File: src/sv/mm2_pkg.sv
package mm2_pkg;

  localparam logic [31:0] MIX_MUL    = 32'h5bd1e995;
  localparam logic [31:0] SEED_RESET = 32'd97;
  localparam int unsigned MIX_SHIFT  = 24;
  localparam int unsigned FIN_SHIFT1 = 13;
  localparam int unsigned FIN_SHIFT2 = 15;

  // config port: one 32-bit register, word index taken from paddr[2]
  localparam int unsigned ADDR_W   = 3;
  localparam logic        REG_SEED = 1'b0;

  typedef enum logic [3:0] {
    S_IDLE,
    S_K1,
    S_K2,
    S_HM,
    S_MIXD,
    S_TAIL,
    S_TAILD,
    S_FIN,
    S_FIND
  } state_t;

endpackage

File: src/sv/mm2_mul.sv
module mm2_mul (
  input  logic        clk,
  input  logic        en,
  input  logic [31:0] a,
  output logic [31:0] p
);
  import mm2_pkg::*;

  logic [31:0] p_r;
  logic [31:0] p_nxt;

  // low 32 bits of a * MIX_MUL, one result per cycle while en is high (the product holds while en is low)
  assign p_nxt = a * MIX_MUL;

  always_ff @(posedge clk) begin
    if (en) begin
      p_r <= p_nxt;
    end
  end

  assign p = p_r;

endmodule

File: src/sv/mm2_core.sv
module mm2_core (
  input  logic        clk,
  input  logic        rst_n,
  input  logic [31:0] seed,
  input  logic        in_valid,
  output logic        in_stall,
  input  logic [7:0]  in_key_byte,
  input  logic [15:0] in_key_length,
  output logic        out_valid,
  input  logic        out_stall,
  output logic [31:0] out_hash_value,
  output logic        mul_en,
  output logic [31:0] mul_a,
  input  logic [31:0] mul_p
);
  import mm2_pkg::*;

  state_t      state_r, state_nxt;
  logic [31:0] h_r, h_nxt;
  logic [31:0] k_r, k_nxt;
  logic [23:0] pend_r, pend_nxt;
  logic [15:0] seen_r, seen_nxt;
  logic [15:0] len_r, len_nxt;
  logic        out_valid_r, out_valid_nxt;
  logic [31:0] out_hash_r, out_hash_nxt;

  logic        accept;
  logic        first;
  logic [15:0] len_cur;
  logic [31:0] h_cur;
  logic [23:0] pend_cur;
  logic [23:0] pend_new;
  logic [15:0] seen_inc;
  logic        out_free;
  logic [31:0] fin_hash;

  assign in_stall = (state_r != S_IDLE);
  assign accept   = in_valid && !in_stall;
  assign out_free = !out_valid_r || !out_stall;

  assign first    = (seen_r == 16'd0);
  assign len_cur  = first ? in_key_length : len_r;
  assign h_cur    = first ? (seed ^ {16'd0, in_key_length}) : h_r;
  assign pend_cur = first ? 24'd0 : pend_r;
  assign seen_inc = seen_r + 16'd1;
  assign fin_hash = mul_p ^ (mul_p >> FIN_SHIFT2);

  always_comb begin
    pend_new = pend_cur;
    case (seen_r[1:0])
      2'd0:    pend_new[7:0]   = in_key_byte;
      2'd1:    pend_new[15:8]  = in_key_byte;
      2'd2:    pend_new[23:16] = in_key_byte;
      default: pend_new        = pend_cur;
    endcase
  end

  always_comb begin
    state_nxt     = state_r;
    h_nxt         = h_r;
    k_nxt         = k_r;
    pend_nxt      = pend_r;
    seen_nxt      = seen_r;
    len_nxt       = len_r;
    out_hash_nxt  = out_hash_r;
    out_valid_nxt = out_valid_r && out_stall;
    mul_en        = 1'b1;
    mul_a         = 32'd0;
    unique case (state_r)
      S_IDLE: begin
        mul_en = 1'b0;
        if (accept) begin
          h_nxt   = h_cur;
          len_nxt = len_cur;
          if (first && (in_key_length == 16'd0)) begin
            // empty key: straight to the final mix
            pend_nxt  = 24'd0;
            state_nxt = S_FIN;
          end else begin
            seen_nxt = seen_inc;
            if (seen_r[1:0] == 2'd3) begin
              k_nxt     = {in_key_byte, pend_cur};
              pend_nxt  = 24'd0;
              state_nxt = S_K1;
            end else begin
              pend_nxt = pend_new;
              if (seen_inc == len_cur) begin
                state_nxt = S_TAIL;
              end
            end
          end
        end
      end
      S_K1: begin
        mul_a     = k_r;
        state_nxt = S_K2;
      end
      S_K2: begin
        mul_a     = mul_p ^ (mul_p >> MIX_SHIFT);
        state_nxt = S_HM;
      end
      S_HM: begin
        k_nxt     = mul_p;
        mul_a     = h_r;
        state_nxt = S_MIXD;
      end
      S_MIXD: begin
        mul_en    = 1'b0;
        h_nxt     = mul_p ^ k_r;
        state_nxt = (seen_r == len_r) ? S_FIN : S_IDLE;
      end
      S_TAIL: begin
        mul_a     = h_r ^ {8'd0, pend_r};
        state_nxt = S_TAILD;
      end
      S_TAILD: begin
        mul_en    = 1'b0;
        h_nxt     = mul_p;
        state_nxt = S_FIN;
      end
      S_FIN: begin
        mul_a     = h_r ^ (h_r >> FIN_SHIFT1);
        state_nxt = S_FIND;
      end
      S_FIND: begin
        // product held until the output register frees up
        mul_en = 1'b0;
        if (out_free) begin
          out_hash_nxt  = fin_hash;
          out_valid_nxt = 1'b1;
          seen_nxt      = 16'd0;
          pend_nxt      = 24'd0;
          state_nxt     = S_IDLE;
        end
      end
      default: state_nxt = S_IDLE;
    endcase
  end

  always_ff @(posedge clk) begin
    if (!rst_n) begin
      state_r     <= S_IDLE;
      h_r         <= 32'd0;
      pend_r      <= 24'd0;
      seen_r      <= 16'd0;
      len_r       <= 16'd0;
      out_valid_r <= 1'b0;
    end else begin
      state_r     <= state_nxt;
      h_r         <= h_nxt;
      pend_r      <= pend_nxt;
      seen_r      <= seen_nxt;
      len_r       <= len_nxt;
      out_valid_r <= out_valid_nxt;
    end
  end

  always_ff @(posedge clk) begin
    k_r        <= k_nxt;
    out_hash_r <= out_hash_nxt;
  end

  assign out_valid      = out_valid_r;
  assign out_hash_value = out_hash_r;

endmodule

File: src/sv/murmur2_byte_stream_hash.sv
// MurmurHash2 (32-bit) over a key streamed one byte per transfer.
// Input channel: in_valid/in_stall carry in_key_byte and in_key_length; the
// length is sampled on the first byte of each key. A zero-length key takes one
// transfer whose byte is ignored. Result channel: out_valid/out_stall carry
// out_hash_value, one result per key, held in an output register.
// Config: APB-style write of hash_seed at address 0 (reset value 97); the seed
// is picked up at the first byte of the next key.
// Work per input byte, all on one shared 32x32 constant multiplier:
//   byte that does not complete a word: only stored in the partial word
//   byte that completes a word: three multiplies of the word mix
//   last byte of a key: a tail fold unless that byte completes a word, then the
//   final mix; an empty key goes straight to the final mix.
// in_stall is high whenever the sequencer is busy. A new key may start while
// the previous result still waits; if the receiver stalls, the next result
// holds in the final-mix step until the output register is taken.
// Reset (rst_n low at a clock edge) clears the sequencer, drops any pending
// result and restores the seed to 97.
module murmur2_byte_stream_hash (
  input  logic                      clk,
  input  logic                      rst_n,
  input  logic                      in_valid,
  output logic                      in_stall,
  input  logic [7:0]                in_key_byte,
  input  logic [15:0]               in_key_length,
  output logic                      out_valid,
  input  logic                      out_stall,
  output logic [31:0]               out_hash_value,
  input  logic                      psel,
  input  logic                      penable,
  input  logic                      pwrite,
  input  logic [mm2_pkg::ADDR_W-1:0] paddr,
  input  logic [31:0]               pwdata,
  output logic [31:0]               prdata,
  output logic                      pready
);
  import mm2_pkg::*;

  logic [31:0] seed_r, seed_nxt;
  logic        mul_en;
  logic [31:0] mul_a;
  logic [31:0] mul_p;

  assign pready = 1'b1;

  always_comb begin
    seed_nxt = seed_r;
    if (psel && penable && pwrite && (paddr[2] == REG_SEED)) begin
      seed_nxt = pwdata;
    end
  end

  always_ff @(posedge clk) begin
    if (!rst_n) begin
      seed_r <= SEED_RESET;
    end else begin
      seed_r <= seed_nxt;
    end
  end

  assign prdata = (paddr[2] == REG_SEED) ? seed_r : 32'd0;

  mm2_core u_core (
    .clk            (clk),
    .rst_n          (rst_n),
    .seed           (seed_r),
    .in_valid       (in_valid),
    .in_stall       (in_stall),
    .in_key_byte    (in_key_byte),
    .in_key_length  (in_key_length),
    .out_valid      (out_valid),
    .out_stall      (out_stall),
    .out_hash_value (out_hash_value),
    .mul_en         (mul_en),
    .mul_a          (mul_a),
    .mul_p          (mul_p)
  );

  mm2_mul u_mul (
    .clk (clk),
    .en  (mul_en),
    .a   (mul_a),
    .p   (mul_p)
  );

endmodule

File: config.mk
export PLATFORM = sky130hd
export DESIGN_NAME = murmur2_byte_stream_hash
export DESIGN_NICKNAME = d
export VERILOG_FILES = /design/src/sv/mm2_pkg.sv /design/src/sv/mm2_mul.sv /design/src/sv/mm2_core.sv /design/src/sv/murmur2_byte_stream_hash.sv
export SDC_FILE = /design/constraint.sdc
export NUM_CORES = 1
export LEC_CHECK = 0
export BUFFER_PORTS_ARGS = -buffer_cell sky130_fd_sc_hd__buf_4
export CAP_MARGIN = 0
export CORE_MARGIN = 5
export CORE_UTILIZATION = 56
export CTS_CLUSTER_DIAMETER = 200
export CTS_CLUSTER_SIZE = 24
export DETAILED_ROUTE_END_ITERATION = 8
export GPL_ROUTABILITY_DRIVEN = 0
export PLACE_DENSITY_LB_ADDON = 0.15
export SYNTH_ARGS = -nofsm -noshare
export SYNTH_HDL_FRONTEND = slang
export SYNTH_SLANG_ARGS = --single-unit
File: constraint.sdc
create_clock -name clk -period 9.5 [get_ports clk]
set_input_delay 0.475 -clock clk [delete_from_list [all_inputs] [get_ports clk]]
set_output_delay 0.475 -clock clk [all_outputs]
set_load 0.03 [all_outputs]
==> reports/metrics.yaml, run 1 <==
outcome: "finished, violations left"
violations: "design-rule violations"
clk_path_buf_depth: 3
grt_pass1_wl_um: 90600
rsz0062_at_grt: "false"
cts_tree: "built"
hold_viol: 0
crit_buf_inv: 5
clock.fmax_ghz: 0.114
finalWirelength_um: 58600
synth_area_leader_cell: "fa_1"
die_area_sq_um: 40100
slew_headroom_pct: 19.5
pin_count: 133
areaGrowthSynthToFinish_pct: 9.87
numCtsBuffers: 13
synth_top_area_share_pct: 17.7
worst_ep_required_time_ps: 9730
fillerInstances: 3025
track_usage_pct: 28.6
cts_resized: 0
synth_area_leaders: "fa_1 18%, edfxtp_1 14%, ha_1 14%"
clock-skew-final_ps: 30.6
ctsHtreeMaxLevel: 1
p_per_area_nw_per_um2: 98.9
vias: 15600
total_power_mw: 2.20
die_width_um: 200
ant_nets: 0
rows: 69
clk_pin_slew_worst_paths_ps: 100
ctsRootBufferMaster: "clkbuf_16"
yosys.cell_types.count: 68
wl_per_cell_um: 21.6
start_kind: "flip-flop"
io_buffers: 129
final_nets: 2712
arrival_ps: 9010
finalSetupViolCount: 0
fin_setup_tns_ps: 0
hp-class: "primary input to flip-flop"
end_kind: "flip-flop"
core_sq_um: 35700
drive_above_1_share_pct: 9.94
hp-start: "pwdata[5]"
cts.sinks: 221
crit_family: "adder cells"
slowest_stage: "dfxtp_1"
vias_per_cell: 5.74
maxSlewViolCount: 0
die_y_um: 200
worstMarginPinSlew_ps: 1210
grt_pass1_vias: 15500
clk_latency_ps: 510
fin_crit_sh_pct: 92.4
power.leakage_nw: 10.5
cts_hold_buf: 0
dr.pass1.iters: 9
layout_common_cells: "365 x inv_1, 220 x ha_1, 183 x nand2_1"
synth.net_count: 2607
route.detailed.drc: 4
syn_area_per_cell_sq_um: 9.47
synth_top_flop_cell: "dfxtp_1"
netlist_instances: 2142
synth_warnings: 0
antenna_found_initial: 1
cp_max_fo: 16
synth_edf_count: 96
vdd_drop_max_mv: 0.141
hpwl_um: 45600
r2r_start: "u_core.state_r[1]"
antenna_cells: 0
grt_start_max_net_pins: 124
cp-startpoint: "u_core.state_r[1]"
ys_ff_latch: 221
post-cts-setup-buffers: 0
syn_area_sq_um: 20300
critical_path_class: "flip-flop to flip-flop"
ys_seq_area_share_pct: 26.5
async_flop_share_pct: 0
layout_commonest_cell: "inv_1"
drv_cap: 0
fin_crit_ps: 8780
slowest_delay_ps: 850
initial_utilization_pct: 56.9
critical_path.most_common_cell: "fa_1"
dr.first_iter.drc_count: 1636
grt_remaining_overflow: 0
## worst min-delay path, cell delays in order
cell     delay, ps
buf_4           80
nand2_1         40
nand3_1         70
## path summary, 6_finish.rpt
kind,slack [ps],to,cells past startpoint
worst max-delay path,720,u_mul.p[31],26
worst min-delay path,180,seed_r[5],3
worst max register to register,720,u_mul.p[31],26
worst min register to register,490,seed_r[21],2
## routing by layer
layer	vias to the layer above	routed length (um)	track usage (%)
met5	-	0	0
met4	0	1610	6.78
met3	95	5650	5.92
met2	659	26000	44.3
met1	7602	25300	41.5
li1	7223	-	-
## synthesized netlist by cell type, drive strengths merged, types with 2 or more instances
cell,number
a221oi,2
nor3,12
o22ai,4
fa,179
o21bai,4
dfxtp,125
a21oi,68
o211a,3
nand2b,5
a222oi,14
xor2,86
a21o,11
inv,365
o21a,5
o21ai,80
a211oi,37
and2,11
a21boi,50
xnor2,106
a31oi,3
and4,3
nand3,14
buf,23
nand4,10
or3,4
nor2,79
ha,220
o211ai,6
nor4,14
o31ai,6
nand3b,3
a22oi,49
nor2b,128
mux2,8
nor4b,4
edfxtp,96
a221o,8
nand2,184
clkbuf,70
a2111oi,3
and3,4
or2,5
mux2i,17
## kinds of logic (layout without fill, tap and decap cells)
logic type	after synthesis	after routing	synth area share, %
simple gates	484	484	11.8
buf+inv	458	570	8.74
fa+ha+maj	399	399	31.2
compound gates	361	361	11.9
flops	221	221	26.5
xor+xnor	193	193	8.40
mux	25	25	1.34
other cells	1	1	0.0185
## stage by stage
step                      cells  util (%)  area [sq um]  hold slack, ps  setup WS (ps)
after floorplan            2142         -         20300             452           1650
after global placement     2693      61.5         21900             472           1030
after detailed placement   2693      61.5         21900             473            846
after CTS                  2715      62.5         22300             156            837
after global routing       2715      62.5         22300             180            423
final                      2715      62.5         22300             182            724
## state kept, by name (all words and copies together), names as in the netlist
name	cells
u_core.out_valid	1
u_core.seen_r	16
u_mul.p	32
u_core.k_r	32
u_core.pend_r	24
u_core.out_hash_value	32
u_core.len_r	16
seed_r	32
u_core.state_r	4
u_core.h_r	32
## power breakdown
group / internal (mW) / total (mW) / switching [mW] / leakage [nW]
Combinational: 0.214 / 0.532 / 0.318 / 8.44
Clock: 0.267 / 0.608 / 0.341 / 0.183
Sequential: 1.03 / 1.06 / 0.0385 / 1.90
Total: 1.51 / 2.20 / 0.698 / 10.5
## cell type report
type	count	area (sq um)	share of cell area [%]
multi-input combinational	1463	13200	59.2
sequential	221	5390	24.2
timing repair buffer	183	1390	6.22
inverter	365	1370	6.14
tap	461	577	2.59
clock buffer	20	352	1.58
clock inverter	2	28.8	0.129
(Power assumes the default switching activity.)
==> run 2: changes to the inputs <==
ABC_AREA = 1   (was not set)
==> run 2 against run 1 <==
Worst setup slack got worse by 130 ps. Global-route usage increased by 2.4 points. Highest routed layer unchanged. The flow now finishes without violations. First-iteration DRC count increased by 11%. Synthesized cell count increased by 27%. Clock skew increased by 4.0 ps. Clock power decreased by 0.7%. Critical endpoint is now u_mul.p[29]. Via count increased by 20%. Largest cell class unchanged. Core utilization decreased by 1.0 points. Die area increased by 5.3%. Flip-flop and latch count unchanged.
==> reports/metrics.yaml, run 2 <==
crit_family: "adder cells"
clock-skew-final_ps: 34.6
final_nets: 3262
finalSetupViolCount: 0
fin_crit_ps: 8910
syn_area_sq_um: 21400
rsz0062_at_grt: "false"
ctsHtreeMaxLevel: 1
dr.pass1.iters: 7
clk_path_buf_depth: 3
synth.net_count: 3180
syn_area_per_cell_sq_um: 7.89
cts_tree: "built"
power.leakage_nw: 11.8
track_usage_pct: 31.0
rows: 71
hold_slack_ps: 196
cts_hold_buf: 0
numCtsBuffers: 13
vias: 18800
clk_pin_slew_worst_paths_ps: 110
synth.most_common_cell: "inv_1"
dr.first_iter.drc_count: 1818
cp_max_fo: 12
crit_buf_inv: 8
outcome: "completed"
layout_commonest_cell: "inv_1"
antenna_found_initial: 0
hp-class: "primary input to flip-flop"
wl_per_cell_um: 19.8
clk_latency_ps: 490
post-cts-setup-buffers: 0
critical_path.most_common_cell: "inv_1"
p_per_area_nw_per_um2: 119
synth_area_leaders: "fa_1 17%, edfxtp_1 13%, ha_1 13%"
grt_pass1_vias: 18400
yosys.cell_types.count: 53
ctsRootBufferMaster: "clkbuf_16"
cts.sinks: 221
drive_above_1_share_pct: 7.88
synth_warnings: 0
antenna_cells: 0
total_power_mw: 2.75
layout_common_cells: "571 x inv_1, 540 x nand2_1, 220 x ha_1"
synth_top_area_share_pct: 16.7
ys_ff_latch: 221
core_sq_um: 37800
fillerInstances: 3397
async_flop_share_pct: 0
drv_cap: 0
die_width_um: 206
synth_top_flop_cell: "dfxtp_1"
slowest_delay_ps: 940
route.detailed.drc: 0
arrival_ps: 9140
ys_seq_area_share_pct: 25.1
die_area_sq_um: 42300
vias_per_cell: 5.66
grt_start_max_net_pins: 63
worstMarginPinSlew_ps: 1250
synth_edf_count: 96
initial_utilization_pct: 56.8
critical_path_class: "flip-flop to flip-flop"
maxSlewViolCount: 0
hold_viol: 0
start_kind: "flip-flop"
worst_ep_required_time_ps: 9730
seq_area_sq_um: 5390
netlist_instances: 2715
hpwl_um: 51300
grt_remaining_overflow: 0
pin_count: 133
grt_pass1_wl_um: 102000
synth_area_leader_cell: "fa_1"
synth.cells.most_frequent: "571 x inv_1, 540 x nand2_1, 220 x ha_1, 179 x fa_1, 153 x o21ai_0"
fin_crit_sh_pct: 93.8
slew_headroom_pct: 16.2
fin_setup_tns_ps: 0
areaGrowthSynthToFinish_pct: 8.34
end_kind: "flip-flop"
finalWirelength_um: 65800
io_buffers: 129
slowest_stage: "nor3_1"
multi_input_area_sq_um: 13400
clock.fmax_ghz: 0.112
cts_resized: 0
die_y_um: 206
ant_nets: 0
vdd_drop_max_mv: 0.0909
run 2: cell types whose count changed in the layout (fill, tap and decap cells not counted), sizes merged, moves of 56 or more:
cell   change
nor2b    -128
o21ai     +77
inv      +216
a21oi     +78
nand3    +111
nor2      +81
xnor2     -56
nand2    +365
run 2: worst register-to-register path, delay by kind of cell, from the launching register on:
| family | cells | cell delay (ps) |
|---|---|---|
| buf+inv | 8 | 1210 |
| simple gates | 8 | 2380 |
| xor+xnor | 1 | 90 |
| fa+ha+maj | 9 | 3970 |
| compound gates | 3 | 500 |
| flops | 1 | 520 |
run 2: where the power goes:
| group | internal [mW] | switching, mW |
|---|---|---|
| logic | 0.379 | 0.645 |
| registers | 1.06 | 0.0665 |
| clock network | 0.265 | 0.339 |
run 2: per-layer routing:
metal	part of all wire [%]	global-route usage, %
met1	40	40.6
met2	45	50.7
met3	9.9	5.26
met4	5.1	13.5
met5	0	0
run 2: logic make-up after synthesis:
kind of cell	count (synthesis)	synth area share [%]
other	1	0.0175
flip-flops	221	25.1
XOR/XNOR	110	4.50
adder cells (fa/ha/maj)	399	29.6
AO/OA/AOI/OAI	396	10.4
AND/OR/NAND/NOR	910	18.1
buffers and inverters	678	12.3
run 2: area by class of cell:
cell class | instances | share of cell area [%]
Clock buffer | 20 | 1.51
Clock inverter | 1 | 0.0862
Inverter | 583 | 9.43
Multi-Input combinational cell | 1816 | 57.8
Sequential cell | 221 | 23.2
Tap cell | 511 | 2.75
Timing Repair Buffer | 162 | 5.24
run 2: path summary, 6_finish.rpt:
path,from,endpoint,slack (ps),depth (start not counted)
worst max-delay path,u_core.state_r[2],u_mul.p[29],590,29
worst min-delay path,pwdata[5],seed_r[5],200,3
worst min register to register,seed_r[27],seed_r[27],490,2
worst max register to register,u_core.state_r[2],u_mul.p[29],590,29
run 2: through the flow:
| step | worst slack [ps] | instances | util, % | instance area (sq um) |
|---|---|---|---|---|
| finish | 592 | 3314 | 61.5 | 23200 |
| global route | 14.8 | 3314 | 61.5 | 23200 |
| CTS | 748 | 3314 | 61.5 | 23200 |
| detailed placement | 782 | 3293 | 60.5 | 22800 |
| global placement | 891 | 3293 | 60.5 | 22800 |
| floorplan | 2140 | 2715 | - | 21400 |
==> run 3: changes to the inputs <==
CORE_UTILIZATION = 55   (was 56)
==> run 3 against run 2 <==
Sequential share of layout area barely moved. Count of clock-buffer cells in the layout did not move. Sequential power barely moved. Die area rose by 1.7%. Register-to-register slack improved by 160 ps. Design area rose by 0.19%. Clock power fell by 1%. Worst setup slack improved by 160 ps. Hold slack improved by 15 ps. Routed wire length barely moved. Highest routed layer is now met5.
==> reports/metrics.yaml, run 3 (synthesized netlist as in run 2, its figures left out) <==
end_kind: "flip-flop"
slew_headroom_pct: 17.6
power.leakage_nw: 11.8
start_kind: "flip-flop"
setup_ws_ps: 754
critical_path.most_common_cell: "inv_1"
die_y_um: 207
cts_resized: 0
ctsRootBufferMaster: "clkbuf_16"
layout_commonest_cell: "inv_1"
finalSetupViolCount: 0
die_area_sq_um: 43000
p_per_area_nw_per_um2: 118
swShare_pct: 37.8
finalNonFillerCells: 3325
vdd_drop_max_mv: 0.102
io_buffers: 129
fin_crit_ps: 8750
antenna_found_initial: 0
vias_per_cell: 5.61
grt_pass1_vias: 18600
p_int_mw: 1.70
dr.first_iter.drc_count: 1986
drv_cap: 0
dp_cells: 3304
arrival_ps: 9000
critical_path_class: "flip-flop to flip-flop"
maxSlewViolCount: 0
hold_viol: 0
rows: 72
worstMarginPinSlew_ps: 1230
cts_hold_buf: 0
final_nets: 3266
antenna_cells: 0
grt_pass1_wl_um: 103000
combPwrFrac_pct: 37.0
outcome: "completed"
clk_pin_slew_worst_paths_ps: 110
dr.pass1.iters: 6
core_sq_um: 38600
total_power_mw: 2.73
hpwl_um: 51200
hp-start: "pwdata[5]"
cp-startpoint: "u_core.state_r[2]"
die_width_um: 207
grt_start_max_net_pins: 63
min_path_cells: 3
cts.sinks: 221
route.detailed.drc: 0
dp_slack_ps: 989
fin_setup_tns_ps: 0
cp_max_fo: 12
seq_power_share_pct: 41.1
rsz0062_at_grt: "false"
drive_above_1_share_pct: 8.02
vias: 18700
grt_remaining_overflow: 0
clock-skew-final_ps: 39.4
finalWirelength_um: 65800
areaGrowthSynthToFinish_pct: 8.55
hp-class: "primary input to flip-flop"
clk_path_buf_depth: 3
track_usage_pct: 30.0
slowest_stage: "nor3_1"
worst_ep_required_time_ps: 9750
ant_nets: 0
layout_common_cells: "571 x inv_1, 540 x nand2_1, 220 x ha_1"
cts_tree: "built"
pin_count: 133
slowest_delay_ps: 840
initial_utilization_pct: 55.6
clk_latency_ps: 500
post-cts-setup-buffers: 0
r2r_start: "u_core.state_r[2]"
clock_power_share_pct: 21.9
numCtsBuffers: 13
ctsHtreeMaxLevel: 1
netSwitchingPower_mw: 1.03
wl_per_cell_um: 19.8
r2r_cells: 29
fin_crit_sh_pct: 92.1
hold_slack_ps: 212
clock.fmax_ghz: 0.114
==> run 3: changes by cell type in the layout (fill, tap and decap cells not counted), sizes merged <==
cell  change
buf       +4
==> run 3: path summary, 6_finish.rpt <==
check             slack [ps]     endpoint
hold / removal           210    seed_r[5]
hold reg to reg          490   seed_r[29]
setup reg to reg         750  u_mul.p[29]
setup / recovery         750  u_mul.p[29]
==> run 3: layout make-up <==
class	count	area (sq um)
clock inverters	1	20.0
multi-input cells	1816	13400
well taps	518	648
inverters	583	2190
clock buffers	20	352
fillers	3515	15300
repair buffers	166	1250
flip-flops and latches	221	5390
==> run 3: power groups by stage <==
stage / combinational, mW / sequential, mW / clock [mW]
after CTS: 1.01 / 1.12 / 0.600
final: 1.01 / 1.12 / 0.598
after detailed placement: 0.997 / 1.14 / 0
after global routing: 1.15 / 1.13 / 0.634
after floorplan: 0.728 / 1.11 / 0
after global placement: 0.969 / 1.14 / 0
==> run 3: routing by layer <==
metal | global-route usage, % | share of wire (%) | up-vias
met5 | 1.00 | 0.084 | -
met4 | 11.9 | 4.8 | 2
met3 | 6.20 | 10 | 185
met2 | 49.8 | 45 | 938
met1 | 38.6 | 40 | 8799
li1 | - | - | 8738
==> run 3: stage by stage <==
| step | instance area, sq um | utilization [%] |
|---|---|---|
| after floorplan | 21400 | - |
| after global routing | 23300 | 60.3 |
| after detailed placement | 22900 | 59.4 |
| final | 23300 | 60.3 |
| after global placement | 22900 | 59.4 |
| after CTS | 23300 | 60.3 |
==> run 3: worst max-delay path, delay by kind of cell, from the launching register on <==
kind	cells	cell delay [ps]
flip-flops	1	510
AO/OA/AOI/OAI	6	1170
buffers and inverters	8	1240
AND/OR/NAND/NOR	5	1500
XOR/XNOR	1	150
adder cells (fa/ha/maj)	9	3950
